File: src/rtl/cfsd_pkg.sv
// Types, constants and helper functions of the CAN frame signal decoder.
package cfsd_pkg;

  localparam int unsigned IdW    = 29;
  localparam int unsigned ByteW  = 8;
  localparam int unsigned MaskW  = 11;
  localparam int unsigned QtyW   = 4;
  localparam int unsigned SlotW  = 4;
  localparam int unsigned ValW   = 15;
  localparam int unsigned MaxRes = 3;
  localparam int unsigned AddrW  = 3;
  localparam int unsigned DataW  = 32;

  localparam logic [AddrW-1:0] ADDR_SHOWN_MASK = 3'h0;
  localparam logic [MaskW-1:0] SHOWN_MASK_RST  = 11'h7FF;

  localparam logic [IdW-1:0] ID_TEMPS    = 29'h640;
  localparam logic [IdW-1:0] ID_GEAR     = 29'h3C8;
  localparam logic [IdW-1:0] ID_FUEL_AMB = 29'h6B7;
  localparam logic [IdW-1:0] ID_RPM      = 29'h0A8;
  localparam logic [IdW-1:0] ID_SPEED    = 29'h0FD;
  localparam logic [IdW-1:0] ID_THROTTLE = 29'h121;
  localparam logic [IdW-1:0] ID_FAN      = 29'h3DD;
  localparam logic [IdW-1:0] ID_LOAD     = 29'h365;

  localparam logic [QtyW-1:0] Q_COOLANT  = 4'd0;
  localparam logic [QtyW-1:0] Q_ENG_OIL  = 4'd1;
  localparam logic [QtyW-1:0] Q_GEAR_OIL = 4'd2;
  localparam logic [QtyW-1:0] Q_FUEL     = 4'd3;
  localparam logic [QtyW-1:0] Q_RPM      = 4'd4;
  localparam logic [QtyW-1:0] Q_SPEED    = 4'd5;
  localparam logic [QtyW-1:0] Q_AMBIENT  = 4'd6;
  localparam logic [QtyW-1:0] Q_INTAKE   = 4'd7;
  localparam logic [QtyW-1:0] Q_THROTTLE = 4'd8;
  localparam logic [QtyW-1:0] Q_FAN      = 4'd9;
  localparam logic [QtyW-1:0] Q_LOAD     = 4'd10;
  localparam logic [QtyW-1:0] Q_LAST     = Q_LOAD;

  typedef struct packed {
    logic             en;
    logic [SlotW-1:0] slot;
    logic [QtyW-1:0]  quantity;
    logic [ValW-1:0]  reading;
  } entry_t;

  function automatic logic [SlotW-1:0] slot_of(input logic [MaskW-1:0] mask,
                                               input logic [QtyW-1:0]  q);
    logic [SlotW-1:0] n;
    n = '0;
    for (int i = 0; i < MaskW; i++) begin
      if (QtyW'(i) < q) begin
        n = n + SlotW'(mask[i]);
      end
    end
    return n;
  endfunction

  function automatic entry_t make_entry(input logic [MaskW-1:0] mask,
                                        input logic [QtyW-1:0]  q,
                                        input logic [ValW-1:0]  val);
    entry_t e;
    e.en       = mask[q];
    e.slot     = slot_of(mask, q);
    e.quantity = q;
    e.reading  = val;
    return e;
  endfunction

endpackage

File: src/rtl/can_frame_signal_decoder.sv
// CAN frame signal decoder: frame decode, scaling and result serialization.
//
//   Channel  | Handshake               | Payload
//   ---------+-------------------------+-------------------------------------
//   frame in | in_valid_i / in_stall_o | frame_id_i, byte_1_i .. byte_7_i
//   result   | out_valid_o/out_stall_i | slot_o, quantity_o, reading_o, last_o
//   config   | APB psel / penable      | paddr, pwdata, prdata
//
// A frame is held in the input register and is decoded into a
// three-entry result buffer, from which one word per cycle moves to the
// output register while the result side does not stall. The buffer takes
// the next frame once its last pending result leaves. The first result
// word passes the input register, the result buffer and the output register.
// Reset sets shown_mask to all ones and empties every stage.
// A stall on the result side backs up through the buffer to in_stall_o.
module can_frame_signal_decoder (
  input  logic                              clk_i,
  input  logic                              rst_ni,

  input  logic                              in_valid_i,
  output logic                              in_stall_o,
  input  logic [cfsd_pkg::IdW-1:0]          frame_id_i,
  input  logic [cfsd_pkg::ByteW-1:0]        byte_1_i,
  input  logic [cfsd_pkg::ByteW-1:0]        byte_2_i,
  input  logic [cfsd_pkg::ByteW-1:0]        byte_3_i,
  input  logic [cfsd_pkg::ByteW-1:0]        byte_4_i,
  input  logic [cfsd_pkg::ByteW-1:0]        byte_5_i,
  input  logic [cfsd_pkg::ByteW-1:0]        byte_6_i,
  input  logic [cfsd_pkg::ByteW-1:0]        byte_7_i,

  output logic                              out_valid_o,
  input  logic                              out_stall_i,
  output logic [cfsd_pkg::SlotW-1:0]        slot_o,
  output logic [cfsd_pkg::QtyW-1:0]         quantity_o,
  output logic signed [cfsd_pkg::ValW-1:0]  reading_o,
  output logic                              last_o,

  input  logic                              psel,
  input  logic                              penable,
  input  logic                              pwrite,
  input  logic [cfsd_pkg::AddrW-1:0]        paddr,
  input  logic [cfsd_pkg::DataW-1:0]        pwdata,
  output logic [cfsd_pkg::DataW-1:0]        prdata,
  output logic                              pready
);

  logic [cfsd_pkg::MaskW-1:0] shown_mask_q;
  logic                       cfg_wr;

  logic                       in_valid_q, in_valid_d;
  logic                       in_take;
  logic [cfsd_pkg::IdW-1:0]   frame_id_q;
  logic [cfsd_pkg::ByteW-1:0] b1_q, b2_q, b3_q, b4_q, b5_q, b6_q, b7_q;

  logic [9:0]                 cool_t, intake_t;
  logic [15:0]                spd_x;
  logic [32:0]                spd_prod;
  logic [17:0]                thr_prod;
  logic [15:0]                load_num;
  logic [24:0]                load_prod;
  logic [cfsd_pkg::ValW-1:0]  v_coolant, v_eng_oil, v_gear_oil, v_fuel, v_rpm;
  logic [cfsd_pkg::ValW-1:0]  v_speed, v_ambient, v_intake, v_throttle, v_fan, v_load;

  cfsd_pkg::entry_t           dec [cfsd_pkg::MaxRes];
  logic [cfsd_pkg::MaxRes-1:0] dec_en;

  cfsd_pkg::entry_t           batch_q [cfsd_pkg::MaxRes];
  logic [cfsd_pkg::MaxRes-1:0] pend_q, pend_d;
  logic [cfsd_pkg::MaxRes-1:0] sel, pend_rest, pend_after;
  logic                       pop, batch_load, out_free;
  cfsd_pkg::entry_t           pick;

  logic                       out_valid_q, out_valid_d;
  logic [cfsd_pkg::SlotW-1:0] slot_q;
  logic [cfsd_pkg::QtyW-1:0]  quantity_q;
  logic [cfsd_pkg::ValW-1:0]  reading_q;
  logic                       last_q;

  // Configuration port.
  assign pready = 1'b1;
  assign cfg_wr = psel && penable && pwrite && (paddr == cfsd_pkg::ADDR_SHOWN_MASK);

  always_comb begin
    prdata = '0;
    if (paddr == cfsd_pkg::ADDR_SHOWN_MASK) begin
      prdata = cfsd_pkg::DataW'(shown_mask_q);
    end
  end

  always_ff @(posedge clk_i or negedge rst_ni) begin
    if (!rst_ni) begin
      shown_mask_q <= cfsd_pkg::SHOWN_MASK_RST;
    end else if (cfg_wr) begin
      shown_mask_q <= pwdata[cfsd_pkg::MaskW-1:0];
    end
  end

  // Scaling of every quantity from the registered frame bytes.
  always_comb begin
    cool_t     = {2'b00, b3_q} + {1'b0, b3_q, 1'b0};
    intake_t   = {2'b00, b1_q} + {1'b0, b1_q, 1'b0};
    spd_x      = {b4_q, b5_q};
    spd_prod   = 33'(spd_x) * 33'(17'd83887);
    thr_prod   = 18'(b1_q) * 18'(9'd410);
    load_num   = {1'b0, b4_q, 7'b0} + 16'(b4_q) + 16'd1;
    load_prod  = 25'(load_num[15:3]) * 25'(12'd3277);

    v_coolant  = 15'(cool_t[9:2]) - 15'd48;
    v_eng_oil  = 15'(b2_q) - 15'd60;
    v_intake   = 15'(intake_t[9:2]) - 15'd48;
    v_gear_oil = 15'(b7_q) - 15'd58;
    v_fuel     = 15'(b5_q[6:0]);
    v_ambient  = 15'(b7_q[7:1]) - 15'd50;
    v_rpm      = 15'({b6_q, b7_q[7:2]});
    v_speed    = 15'(spd_prod[32:23]);
    v_throttle = 15'(thr_prod[17:10]);
    v_fan      = 15'(b5_q);
    v_load     = 15'(load_prod[23:14]);
  end

  // Frame decode into up to three ordered result entries.
  always_comb begin
    for (int k = 0; k < cfsd_pkg::MaxRes; k++) begin
      dec[k] = '0;
    end
    unique case (frame_id_q)
      cfsd_pkg::ID_TEMPS: begin
        dec[0] = cfsd_pkg::make_entry(shown_mask_q, cfsd_pkg::Q_COOLANT, v_coolant);
        dec[1] = cfsd_pkg::make_entry(shown_mask_q, cfsd_pkg::Q_ENG_OIL, v_eng_oil);
        dec[2] = cfsd_pkg::make_entry(shown_mask_q, cfsd_pkg::Q_INTAKE, v_intake);
      end
      cfsd_pkg::ID_GEAR: begin
        dec[0] = cfsd_pkg::make_entry(shown_mask_q, cfsd_pkg::Q_GEAR_OIL, v_gear_oil);
      end
      cfsd_pkg::ID_FUEL_AMB: begin
        dec[0] = cfsd_pkg::make_entry(shown_mask_q, cfsd_pkg::Q_FUEL, v_fuel);
        dec[1] = cfsd_pkg::make_entry(shown_mask_q, cfsd_pkg::Q_AMBIENT, v_ambient);
      end
      cfsd_pkg::ID_RPM: begin
        dec[0] = cfsd_pkg::make_entry(shown_mask_q, cfsd_pkg::Q_RPM, v_rpm);
      end
      cfsd_pkg::ID_SPEED: begin
        dec[0] = cfsd_pkg::make_entry(shown_mask_q, cfsd_pkg::Q_SPEED, v_speed);
      end
      cfsd_pkg::ID_THROTTLE: begin
        dec[0] = cfsd_pkg::make_entry(shown_mask_q, cfsd_pkg::Q_THROTTLE, v_throttle);
      end
      cfsd_pkg::ID_FAN: begin
        dec[0] = cfsd_pkg::make_entry(shown_mask_q, cfsd_pkg::Q_FAN, v_fan);
      end
      cfsd_pkg::ID_LOAD: begin
        dec[0] = cfsd_pkg::make_entry(shown_mask_q, cfsd_pkg::Q_LOAD, v_load);
      end
      default: begin
      end
    endcase
    for (int k = 0; k < cfsd_pkg::MaxRes; k++) begin
      dec_en[k] = dec[k].en;
    end
  end

  // Result buffer: pop the oldest pending entry, refill once it drains.
  always_comb begin
    out_free   = !out_valid_q || !out_stall_i;
    sel        = pend_q & (~pend_q + 3'd1);
    pend_rest  = pend_q & ~sel;
    pop        = out_free && (pend_q != '0);
    pend_after = pop ? pend_rest : pend_q;
    batch_load = in_valid_q && (pend_after == '0);
    pend_d     = batch_load ? dec_en : pend_after;
    in_take    = !in_valid_q || batch_load;
    in_valid_d = in_take ? in_valid_i : in_valid_q;
    out_valid_d = out_free ? pop : out_valid_q;
    if (sel[0]) begin
      pick = batch_q[0];
    end else if (sel[1]) begin
      pick = batch_q[1];
    end else begin
      pick = batch_q[2];
    end
  end

  assign in_stall_o = !in_take;

  always_ff @(posedge clk_i or negedge rst_ni) begin
    if (!rst_ni) begin
      in_valid_q  <= 1'b0;
      pend_q      <= '0;
      out_valid_q <= 1'b0;
    end else begin
      in_valid_q  <= in_valid_d;
      pend_q      <= pend_d;
      out_valid_q <= out_valid_d;
    end
  end

  always_ff @(posedge clk_i) begin
    if (in_take && in_valid_i) begin
      frame_id_q <= frame_id_i;
      b1_q       <= byte_1_i;
      b2_q       <= byte_2_i;
      b3_q       <= byte_3_i;
      b4_q       <= byte_4_i;
      b5_q       <= byte_5_i;
      b6_q       <= byte_6_i;
      b7_q       <= byte_7_i;
    end
    if (batch_load) begin
      for (int k = 0; k < cfsd_pkg::MaxRes; k++) begin
        batch_q[k] <= dec[k];
      end
    end
    if (out_free && pop) begin
      slot_q     <= pick.slot;
      quantity_q <= pick.quantity;
      reading_q  <= pick.reading;
      last_q     <= (pend_rest == '0);
    end
  end

  assign out_valid_o = out_valid_q;
  assign slot_o      = slot_q;
  assign quantity_o  = quantity_q;
  assign reading_o   = $signed(reading_q);
  assign last_o      = last_q;

endmodule

File: config.mk
export PLATFORM = sky130hd
export DESIGN_NAME = can_frame_signal_decoder
export DESIGN_NICKNAME = d
export VERILOG_FILES = /design/src/rtl/cfsd_pkg.sv /design/src/rtl/can_frame_signal_decoder.sv
export SDC_FILE = /design/constraint.sdc
export NUM_CORES = 1
export LEC_CHECK = 0
export ABC_AREA = 1
export ABC_CLOCK_PERIOD_IN_PS = 7110
export BUFFER_PORTS_ARGS = -buffer_cell sky130_fd_sc_hd__clkbuf_2
export CAP_MARGIN = 15
export CORE_ASPECT_RATIO = 0.8
export CORE_MARGIN = 8
export CORE_UTILIZATION = 35
export CTS_CLUSTER_SIZE = 28
export DETAILED_ROUTE_END_ITERATION = 8
export GPL_ROUTABILITY_DRIVEN = 0
export PLACE_DENSITY_LB_ADDON = 0.08
export SYNTH_ARGS = -nofsm -noshare
export SYNTH_HDL_FRONTEND = slang
export SYNTH_SLANG_ARGS = --single-unit
File: constraint.sdc
create_clock -name clk_i -period 7.11 [get_ports clk_i]
set_input_delay 1.422 -clock clk_i [delete_from_list [all_inputs] [get_ports clk_i]]
set_output_delay 1.422 -clock clk_i [all_outputs]
set_load 0.005 [all_outputs]
==> impl_metrics.csv, run 1 <==
group,metric,value,unit
outcome,status,"complete, no violations",
timing,hold_viol,0,
clock_network,clockBufferDepth,2,
placement,dp_hpwl,43630,um
global_routing,antenna_found_initial,0,
synth,syn_inst,2182,
synth,async_flop_share,0.09040,
min_path,min_path_type,"register to register",
critical_path,path_class,"register to register",
layout,layout-drive-gt1-share,0.09979,
clock_network,hold_buffers,0,
power_and_ir_drop,powerDensity,405.0,nW/um^2
clock_network,postCtsSetupBuffers,0,
layout,fin_nets,2909,
global_routing,grt_pass1_wl,82880,um
global_routing,track_usage,0.1691,
clock_network,cts_sinks,177,
timing,rsz0062_at_grt,"false",
timing,tns,0,ps
synth,synth-edff-count,161,
floorplan,dieArea,62080,sq um
floorplan,die-height,224.5,um
synth,yosys_warnings,0,
clock_network,tritoncts,"built",
critical_path,worstPathArrival,6730,ps
timing,max_slew_margin,0.3106,
floorplan,fp-row-count,76,
synth,synth-main-ff-cell,"edfxtp_1",
flow_run,max_cap_violations,0,
synth,netlist_top_cells_area,"edfxtp_1 25%, ha_1 19%, fa_1 17%",
floorplan,coreArea,53730,sq um
layout,fin_util,0.3924,
synth,netlist_area,19010,sq um
floorplan,start_util,0.3539,
clock_network,cts_buffers,17,
synth,postSynthAreaPerCell,8.713,sq um
drt,ant_nets,0,
synth,synth.top_cells.by_count,"455 x inv_1, 431 x nand2_1, 291 x ha_1",
layout,stdcell_count,3047,
critical_path,reg2reg_depth,24,
layout,antennaDiodeCount,0,
drt,viasPerCell,4.786,
drt,drc_errors,0,
synth,synth.distinct_cells,55,
floorplan,die_w,276.6,um
min_path,worstHoldPathCells,2,
critical_path,end_kind,"register",
power_and_ir_drop,ir_drop,0.2734,mV
timing,finalSetupViolations,0,
timing,drv_slew,0,
synth,synth_top_area_cell,"edfxtp_1",
drt,vias,14583,
synth,ys_seq_area_frac,0.2761,
min_path,min_from,"in_valid_q",
timing,tightest_slew,1034,ps
global_routing,first_global_vias,14777,
critical_path,cp_max_fo,8,
timing,period_minus_slack,6539,ps
power_and_ir_drop,p_leak,0.01088,uW
clock_network,clkTransAtPathRegs,80,ps
synth,synth-seq-cells,177,
min_path,min_to,"in_valid_q",
clock_network,clock_latency,460,ps
clock_network,root_buffer,"clkbuf_16",
clock_network,post_cts_resized,0,
synth,synth_most_common_cell,"inv_1",
drt,dr.pass1.iters,5,
placement,dp.cells,3014,
drt,wl_per_cell,16.84,um
global_routing,grt_overflow,0,
clock_network,cts.htree.levels,4,
drt,drt_iter0_markers,1199,
placement,portBuffers,142,
critical_path,rrSetupSlack,570,ps
timing,fmax,0.1529,GHz
synth,yosysTopAreaCellShare,0.2543,
layout,fill_cells,5499,
drt,drt-total-wl,51320,um
critical_path,r2r_end,"batch_q[0][8]",
layout,syn_to_final_growth,10.88,%
timing,fin_crit_sh,0.9197,
floorplan,ioPinCount,186,
timing,skew,14.76,ps
global_routing,grt_start_max_net_pins,62,
critical_path,worstSetupStartpointType,"register",
critical_path,r2r-start,"b4_q[0]",
critical_path,critical_path_required,7310,ps
power by group:
| group | switching, uW | internal, uW | leakage, uW |
|---|---|---|---|
| clock | 490 | 473 | 0.000280 |
| sequential | 56.6 | 1200 | 0.00177 |
| combinational | 4060 | 2250 | 0.00883 |
critical path, cell delays in order (launching register included):
cell and delay, ps:
edfxtp_1 620, ha_1 470, nand2_1 70, nor2_1 110, nand4_1 80, nand2_1 170, inv_1 70, nor2_1 120
xor2_1 510, ha_1 350, inv_1 110, fa_1 450, fa_1 550, inv_1 50, fa_1 520, fa_1 490
ha_1 410, nand2_1 100, nand2_1 70, a21oi_1 200, nor2_1 60, nor3_1 370, nand4_1 140, nand3_1 120
nand3_1 80
registers in the layout (all words and copies together) (netlist names), 8 cells and up:
register	flops
batch_q	52
b5_q	8
b4_q	8
b7_q	8
shown_mask_q	11
reading_o	15
b1_q	8
frame_id_q	29
b2_q	8
b3_q	8
b6_q	8
how the worst max path moves through the flow:
stage | end | slack [ps] | start
finish | batch_q[0][8] | 570 | b4_q[0]
global route | batch_q[0][8] | 100 | b4_q[0]
CTS | batch_q[0][8] | 590 | b4_q[0]
detailed placement | batch_q[0][8] | 620 | b4_q[0]
global placement | batch_q[0][8] | 750 | b4_q[0]
floorplan | b1_q[0] | 560 | out_stall_i
routing by layer:
| layer | share of wire | global-route usage | vias to the layer above | wire length (um) |
|---|---|---|---|---|
| met5 | 0 | 0 | - | 0 |
| met4 | 0.0074 | 0.02733 | 0 | 381 |
| met3 | 0.048 | 0.02859 | 21 | 2444 |
| met2 | 0.42 | 0.2498 | 273 | 21440 |
| met1 | 0.53 | 0.2596 | 7034 | 27060 |
| li1 | - | - | 7255 | - |
cells by family (layout without fill, tap and decap cells):
group	Yosys count	in the layout	share of synthesized area
xor+xnor	35	35	0.01691
buf+inv	499	642	0.1044
fa+ha+maj	450	450	0.3589
other cells	2	22	0.0003950
simple gates	850	850	0.1920
compound gates	169	169	0.05133
flops	177	177	0.2761
layout make-up:
type / instances / area [sq um] / area share
clock buffer: 17 / 425.4 / 0.02018
clock inverter: 15 / 165.2 / 0.007835
inverter: 460 / 1727 / 0.08191
multi-input combinational: 1526 / 11870 / 0.5629
sequential: 177 / 5249 / 0.2490
tap: 702 / 878.3 / 0.04167
timing repair buffer: 150 / 770.7 / 0.03656
metrics by stage:
stage / hold WS [ps] / setup WS, ps / cell area, sq um / power [uW]
floorplan: 459.2 / 562.3 / 19090 / 5932
global placement: 489.3 / 747.0 / 20480 / 7565
detailed placement: 495.8 / 624.5 / 20480 / 7552
CTS: 514.9 / 591.3 / 21070 / 8581
global route: 541.2 / 95.64 / 21080 / 9601
finish: 506.1 / 571.1 / 21080 / 8538
cell usage in the layout, fill, tap and decap left out, types with 10 or more instances in the layout:
| cell type | instances |
|---|---|
| a21o_1 | 11 |
| nand3_1 | 152 |
| fa_1 | 159 |
| conb_1 | 22 |
| ha_1 | 291 |
| a21oi_1 | 71 |
| edfxtp_1 | 161 |
| o21bai_1 | 12 |
| clkbuf_2 | 142 |
| nand2_1 | 431 |
| o21ai_0 | 51 |
| xor2_1 | 24 |
| nor3_1 | 30 |
| dfstp_2 | 11 |
| nor2_1 | 168 |
| nand3b_1 | 10 |
| nand4_1 | 21 |
| inv_1 | 454 |
| clkbuf_16 | 17 |
Power figures use the tool's default switching activity.
==> run 2, diff against run 1 <==
--- a/config.mk
+++ b/config.mk
@@ -6,7 +6,7 @@
 export NUM_CORES = 1
 export LEC_CHECK = 0
 export ABC_AREA = 1
-export ABC_CLOCK_PERIOD_IN_PS = 7110
+export ABC_CLOCK_PERIOD_IN_PS = 6220
 export BUFFER_PORTS_ARGS = -buffer_cell sky130_fd_sc_hd__clkbuf_2
 export CAP_MARGIN = 15
 export CORE_ASPECT_RATIO = 0.8
@@ -15,6 +15,7 @@
 export CTS_CLUSTER_SIZE = 28
 export DETAILED_ROUTE_END_ITERATION = 8
 export GPL_ROUTABILITY_DRIVEN = 0
+export GPL_TIMING_DRIVEN = 0
 export PLACE_DENSITY_LB_ADDON = 0.08
 export SYNTH_ARGS = -nofsm -noshare
 export SYNTH_HDL_FRONTEND = slang
==> constraint.sdc (replaced) <==
create_clock -name clk_i -period 6.22 [get_ports clk_i]
set_input_delay 1.244 -clock clk_i [delete_from_list [all_inputs] [get_ports clk_i]]
set_output_delay 1.244 -clock clk_i [all_outputs]
set_load 0.005 [all_outputs]
==> run 2 against run 1 <==
Against the previous run:
- global-route usage grew 0.34 points
- clock skew grew 9.4 ps
- final cell count grew 2.0%
- clock power grew 19%
- setup slack lost 260 ps
- maximum frequency grew 11%
- non-clock buffer count grew 60
- critical path type unchanged
- largest power group unchanged
==> impl_metrics.csv, run 2 (synthesis gave the netlist of run 1 again) <==
group,metric,value,unit
layout,largest_register_ffs,52,
timing,hold_viol,0,
critical_path,cp_max_fo,5,
layout,fin_util,0.4029,
critical_path,end_kind,"register",
timing,fin_crit_sh,0.9503,
drt,wl_per_cell,16.83,um
global_routing,grt_overflow,0,
drt,viasPerCell,4.766,
critical_path,critical_path_required,6430,ps
floorplan,fp-row-count,76,
timing,max_slew_margin,0.3563,
power_and_ir_drop,p_leak,0.01120,uW
critical_path,worstSetupStartpointType,"register",
clock_network,clkTransAtPathRegs,80,ps
timing,finalSetupViolations,0,
placement,dp_slack,-414.4,ps
layout,syn_to_final_growth,13.87,%
timing,skew,24.19,ps
drt,drt_iter0_markers,1107,
floorplan,die_w,276.6,um
layout,fin_nets,2969,
drt,ant_nets,0,
clock_network,cts_buffers,17,
power_and_ir_drop,powerDensity,454.8,nW/um^2
layout,final_common_cell,"inv_1",
floorplan,ioPinCount,186,
timing,fmax,0.1692,GHz
critical_path,worstPathArrival,6120,ps
critical_path,path_class,"register to register",
power_and_ir_drop,ir_drop,0.3490,mV
power_and_ir_drop,power,9845,uW
timing,tightest_slew,963.2,ps
floorplan,dieArea,62080,sq um
drt,vias,14808,
outcome,status,"complete, no violations",
clock_network,cts_sinks,177,
drt,dr.pass1.iters,5,
placement,portBuffers,142,
min_path,min_path_type,"register to register",
layout,final_cell_mix,"453 x inv_1, 431 x nand2_1, 288 x ha_1",
layout,antennaDiodeCount,0,
global_routing,grt_start_max_net_pins,38,
floorplan,die-height,224.5,um
placement,dp_hpwl,44540,um
timing,drv_slew,0,
timing,rsz0062_at_grt,"false",
drt,drt-total-wl,52290,um
floorplan,coreArea,53730,sq um
global_routing,antenna_found_initial,0,
layout,largest_register,"batch_q",
global_routing,track_usage,0.1725,
clock_network,clockBufferDepth,2,
clock_network,clock_latency,470,ps
drt,drc_errors,0,
floorplan,start_util,0.3539,
global_routing,first_global_vias,15112,
flow_run,max_cap_violations,0,
timing,tns,0,ps
clock_network,root_buffer,"clkbuf_16",
clock_network,cts.htree.levels,4,
clock_network,tritoncts,"built",
timing,worst_slack,309.2,ps
timing,period_minus_slack,5911,ps
global_routing,grt_pass1_wl,84200,um
layout,layout-drive-gt1-share,0.1243,
## run 2: what timing repair did
action | 4_1_cts | 5_1_grt
resized for setup | 2 | 14
buffers inserted | 14 | 12
setup endpoints to repair | 9 | 9
hold buffers | 0 | 0
## run 2: worst paths after layout
kind | from | end | slack [ps] | depth (start not counted)
max in group asynchronous | rst_ni | shown_mask_q[7] | 5160 | 1
worst max-delay path | b4_q[3] | batch_q[0][3] | 310 | 22
worst min-delay path | in_valid_q | in_valid_q | 500 | 2
min in group asynchronous | rst_ni | pend_q[0] | 720 | 1
worst max register to register | b4_q[3] | batch_q[0][3] | 310 | 22
worst min register to register | in_valid_q | in_valid_q | 500 | 2
## run 2: final cells by class
cell class	instances	area, sq um
fillers	5503	32080
multi-input cells	1526	11950
flip-flops and latches	177	5249
inverters	460	1727
repair buffers	171	965.9
well taps	702	878.3
clock buffers	20	500.5
plain buffers	39	257.7
clock inverters	12	121.4
## run 2: through the flow
step | cells | area (sq um) | hold slack, ps
after global placement | 3046 | 20680 | 491.5
after CTS | 3095 | 21500 | 510.5
after global routing | 3107 | 21650 | 544.9
after floorplan | 2202 | 19090 | 459.2
final | 3107 | 21650 | 502.2
after detailed placement | 3049 | 20750 | 493.4
## run 2: metal layers
metal	GRT usage	up-vias	part of all wire
li1	-	7386	-
met1	0.2613	7075	0.52
met2	0.2554	319	0.42
met3	0.03304	28	0.051
met4	0.02971	0	0.010
met5	0	-	0
## run 2: critical path, stage by stage (launching register included)
cell and delay, ps:
edfxtp_1 590, ha_4 250, nand2_2 80, nor2_2 150, nand2_2 100, a21boi_4 170
xor2_2 200, inv_1 170, ha_1 320, inv_1 130, fa_1 460, fa_1 550
inv_1 50, fa_1 520, fa_1 490, ha_1 420, nand2_1 140, o21ai_0 330
a21oi_1 110, a21oi_1 160, nor2_1 60, nor2_1 150, nand2_1 60
## run 2: where the power goes
group          switching, uW  total (uW)  internal [uW]  leakage [uW]
logic                   4670        7260           2590       0.00912
clock network            543        1150            605      0.000309
registers               58.9        1430           1380       0.00177
==> run 3, diff against run 2 <==
--- a/config.mk
+++ b/config.mk
@@ -5,14 +5,14 @@
 export SDC_FILE = /design/constraint.sdc
 export NUM_CORES = 1
 export LEC_CHECK = 0
-export ABC_AREA = 1
 export ABC_CLOCK_PERIOD_IN_PS = 6220
 export BUFFER_PORTS_ARGS = -buffer_cell sky130_fd_sc_hd__clkbuf_2
 export CAP_MARGIN = 15
 export CORE_ASPECT_RATIO = 0.8
 export CORE_MARGIN = 8
 export CORE_UTILIZATION = 35
-export CTS_CLUSTER_SIZE = 28
+export CTS_BUF_LIST = sky130_fd_sc_hd__clkbuf_4 sky130_fd_sc_hd__clkbuf_8
+export CTS_CLUSTER_SIZE = 20
 export DETAILED_ROUTE_END_ITERATION = 8
 export GPL_ROUTABILITY_DRIVEN = 0
 export GPL_TIMING_DRIVEN = 0
==> run 3 against run 2 <==
Against the previous run:
- register-to-register slack got worse by 250 ps
- clock power shrank 25%
- power increased by 23%
==> impl_metrics.csv, run 3 <==
group,metric,value,unit
critical_path,path_class,"register to register",
drt,drt_iter0_markers,776,
timing,fin_crit_sh,0.9909,
layout,final_cell_mix,"296 x inv_1, 267 x ha_1, 161 x edfxtp_1",
timing,drv_slew,0,
drt,drt-total-wl,46880,um
timing,worst_slack,56.59,ps
clock_network,clock_latency,500,ps
synth,synth_top_area_cell,"edfxtp_1",
synth,yosys_warnings,0,
power_and_ir_drop,power,12140,uW
floorplan,ioPinCount,186,
timing,fmax,0.1622,GHz
layout,largest_register_ffs,52,
layout,syn_to_final_growth,20.84,%
clock_network,hold_buffers,0,
timing,rsz0062_at_grt,"true",
floorplan,start_util,0.3510,
clock_network,root_buffer,"clkbuf_8",
critical_path,worstSetupStartpointType,"register",
drt,viasPerCell,4.787,
placement,dp_slack,-1200,ps
power_and_ir_drop,powerDensity,581.5,nW/um^2
synth,synth-seq-cells,177,
drt,vias,11920,
clock_network,cts_buffers,17,
floorplan,fp-row-count,73,
synth,synth-main-ff-cell,"edfxtp_1",
clock_network,clkTransAtPathRegs,110,ps
synth,postSynthAreaPerCell,10.99,sq um
drt,wl_per_cell,18.83,um
critical_path,critical_path_required,6390,ps
synth,yosysTopAreaCellShare,0.2798,
critical_path,cp_slowest_cell,"fa_2",
placement,portBuffers,142,
critical_path,max_stage_delay,610,ps
synth,synth.distinct_cells,78,
clock_network,clockBufferDepth,2,
synth,synth-edff-count,161,
critical_path,rrSetupSlack,60,ps
global_routing,grt_start_max_net_pins,69,
clock_network,tritoncts,"built",
timing,period_minus_slack,6163,ps
timing,whs,534.3,ps
power_and_ir_drop,clockPowerShare,0.071,
drt,drc_errors,0,
placement,dp_hpwl,37830,um
synth,synth.top_cells.by_count,"316 x inv_1, 291 x ha_1, 161 x edfxtp_1",
critical_path,path_cells,"buf_6 > fa_2 > inv_1 > fa_1 > inv_1 > fa_1 > fa_1 > fa_1 > fa_1 > ha_4 > nand3_4 > nor2_4 > nand3_4 > o31ai_4 > o2111ai_4 > a31oi_4 > mux2i_2 > o2111ai_2",
layout,largest_register,"batch_q",
outcome,status,"complete, no violations",
floorplan,die_w,264.4,um
drt,ant_nets,0,
synth,synth_most_common_cell,"inv_1",
power_and_ir_drop,p_seq_frac,0.120,
synth,netlist_area,17280,sq um
global_routing,first_global_vias,12346,
power_and_ir_drop,p_leak,0.009977,uW
drt,dr.pass1.iters,8,
synth,ys_seq_area_frac,0.3037,
floorplan,dieArea,56780,sq um
global_routing,grt_pass1_wl,72240,um
global_routing,track_usage,0.1642,
clock_network,cts.htree.levels,4,
layout,fin_nets,2417,
critical_path,cp_max_fo,4,
timing,tightest_slew,1107,ps
timing,max_slew_margin,0.2584,
synth,async_flop_share,0.09040,
synth,syn_inst,1572,
power_and_ir_drop,ir_drop,0.4883,mV
layout,fill_cells,4748,
global_routing,antenna_found_initial,0,
global_routing,grt_overflow,0,
power_and_ir_drop,combinationalPowerShare,0.809,
critical_path,cp_common_cell,"fa_1",
critical_path,r2r-start,"b4_q[2]",
critical_path,critPathLaunch,"b4_q[2]",
power_and_ir_drop,power_switching_share,0.4976,
layout,final_common_cell,"inv_1",
layout,layout-drive-gt1-share,0.2385,
critical_path,end_kind,"register",
timing,skew,24.04,ps
timing,hold_viol,0,
flow_run,max_cap_violations,0,
min_path,min_from,"batch_q[0][10]",
min_path,min_path_type,"register to register",
timing,finalSetupViolations,0,
power_and_ir_drop,internal_power,6101,uW
synth,netlist_top_cells_area,"edfxtp_1 28%, ha_1 21%, fa_1 18%",
critical_path,worstPathArrival,6330,ps
clock_network,cts_sinks,177,
power_and_ir_drop,p_switching,6043,uW
layout,final_area,20880,sq um
floorplan,die-height,214.7,um
placement,placed_area,18930,sq um
floorplan,coreArea,49230,sq um
layout,antennaDiodeCount,0,
timing,tns,0,ps
[run 3: cell types whose count changed after synthesis, sizes merged, moves of 11 or more]
cell / previous run / this run
nand2: 438 / 73
inv: 460 / 317
nand3: 154 / 28
nor2: 177 / 56
xnor2: 9 / 54
and2: 2 / 23
a21oi: 71 / 53
mux2i: 0 / 15
nand4: 22 / 7
nor3: 31 / 16
mux2: 0 / 11
nor2b: 1 / 12
[run 3: final cells by class]
cell class	instances	area [sq um]	share of cell area
clock buffer	17	234.0	0.01120
sequential	177	5249	0.2514
clock inverter	15	171.4	0.008209
timing repair buffer	229	1486	0.07118
buffer	45	261.5	0.01252
inverter	318	1197	0.05734
tap	637	797.0	0.03817
multi-input combinational	1052	11480	0.5500
[run 3: worst paths after layout]
path / end / cells past startpoint
worst min-delay path: reading_o[10] / 1
min in group asynchronous: pend_q[0] / 1
worst max-delay path: batch_q[0][8] / 18
max in group asynchronous: shown_mask_q[5] / 1
worst min register to register: reading_o[10] / 1
worst max register to register: batch_q[0][8] / 18
[run 3: power groups by stage]
stage	registers (uW)	logic, uW	clock network (uW)
6_report	1460	9820	864
5_1_grt	1470	11000	938
4_1_cts	1460	8780	895
3_5_place_dp	1510	7560	0
3_3_place_gp	1510	7510	0
2_1_floorplan	1460	5430	0
[run 3: routing by layer]
metal,wire (um),global-route usage,part of all wire,up-vias
met2,19380,0.2297,0.41,228
met5,0,0,0,-
met1,24630,0.2566,0.53,5847
met3,2404,0.03663,0.051,25
li1,-,-,-,5820
met4,464,0.02729,0.0099,0
[run 3: worst max-delay path: cells and delay by family (launching register included)]
family	cells	cell delay, ps
AND/OR/NAND/NOR	3	380
flip-flops	1	510
adder cells (fa/ha/maj)	7	3450
multiplexers	1	250
buffers and inverters	3	310
AO/OA/AOI/OAI	4	920
[run 3: repair_timing]
item | CTS | global route
pin swaps | 35 | 60
resized for setup | 79 | 85
buffers inserted | 58 | 28
endpoints found under the setup margin | 10 | 9
[run 3: kinds of logic (layout without fill, tap and decap cells)]
kind of cell,Yosys count,in the layout,share of synthesized area
xor gates and xnor gates,81,81,0.04229
muxes,26,26,0.01586
AOI/OAI and AO/OA,209,209,0.08189
and+or+nand+nor,263,263,0.07610
adders and majority gates,451,451,0.3955
buffers and inverters,363,624,0.08421
DFF,177,177,0.3037
other,2,22,0.0004346
[run 3: through the flow]
stage | std cells | utilization
2_1_floorplan | 1592 | -
4_1_cts | 2462 | 0.4104
3_3_place_gp | 2371 | 0.3832
5_1_grt | 2490 | 0.4241
3_5_place_dp | 2374 | 0.3845
6_report | 2490 | 0.4241
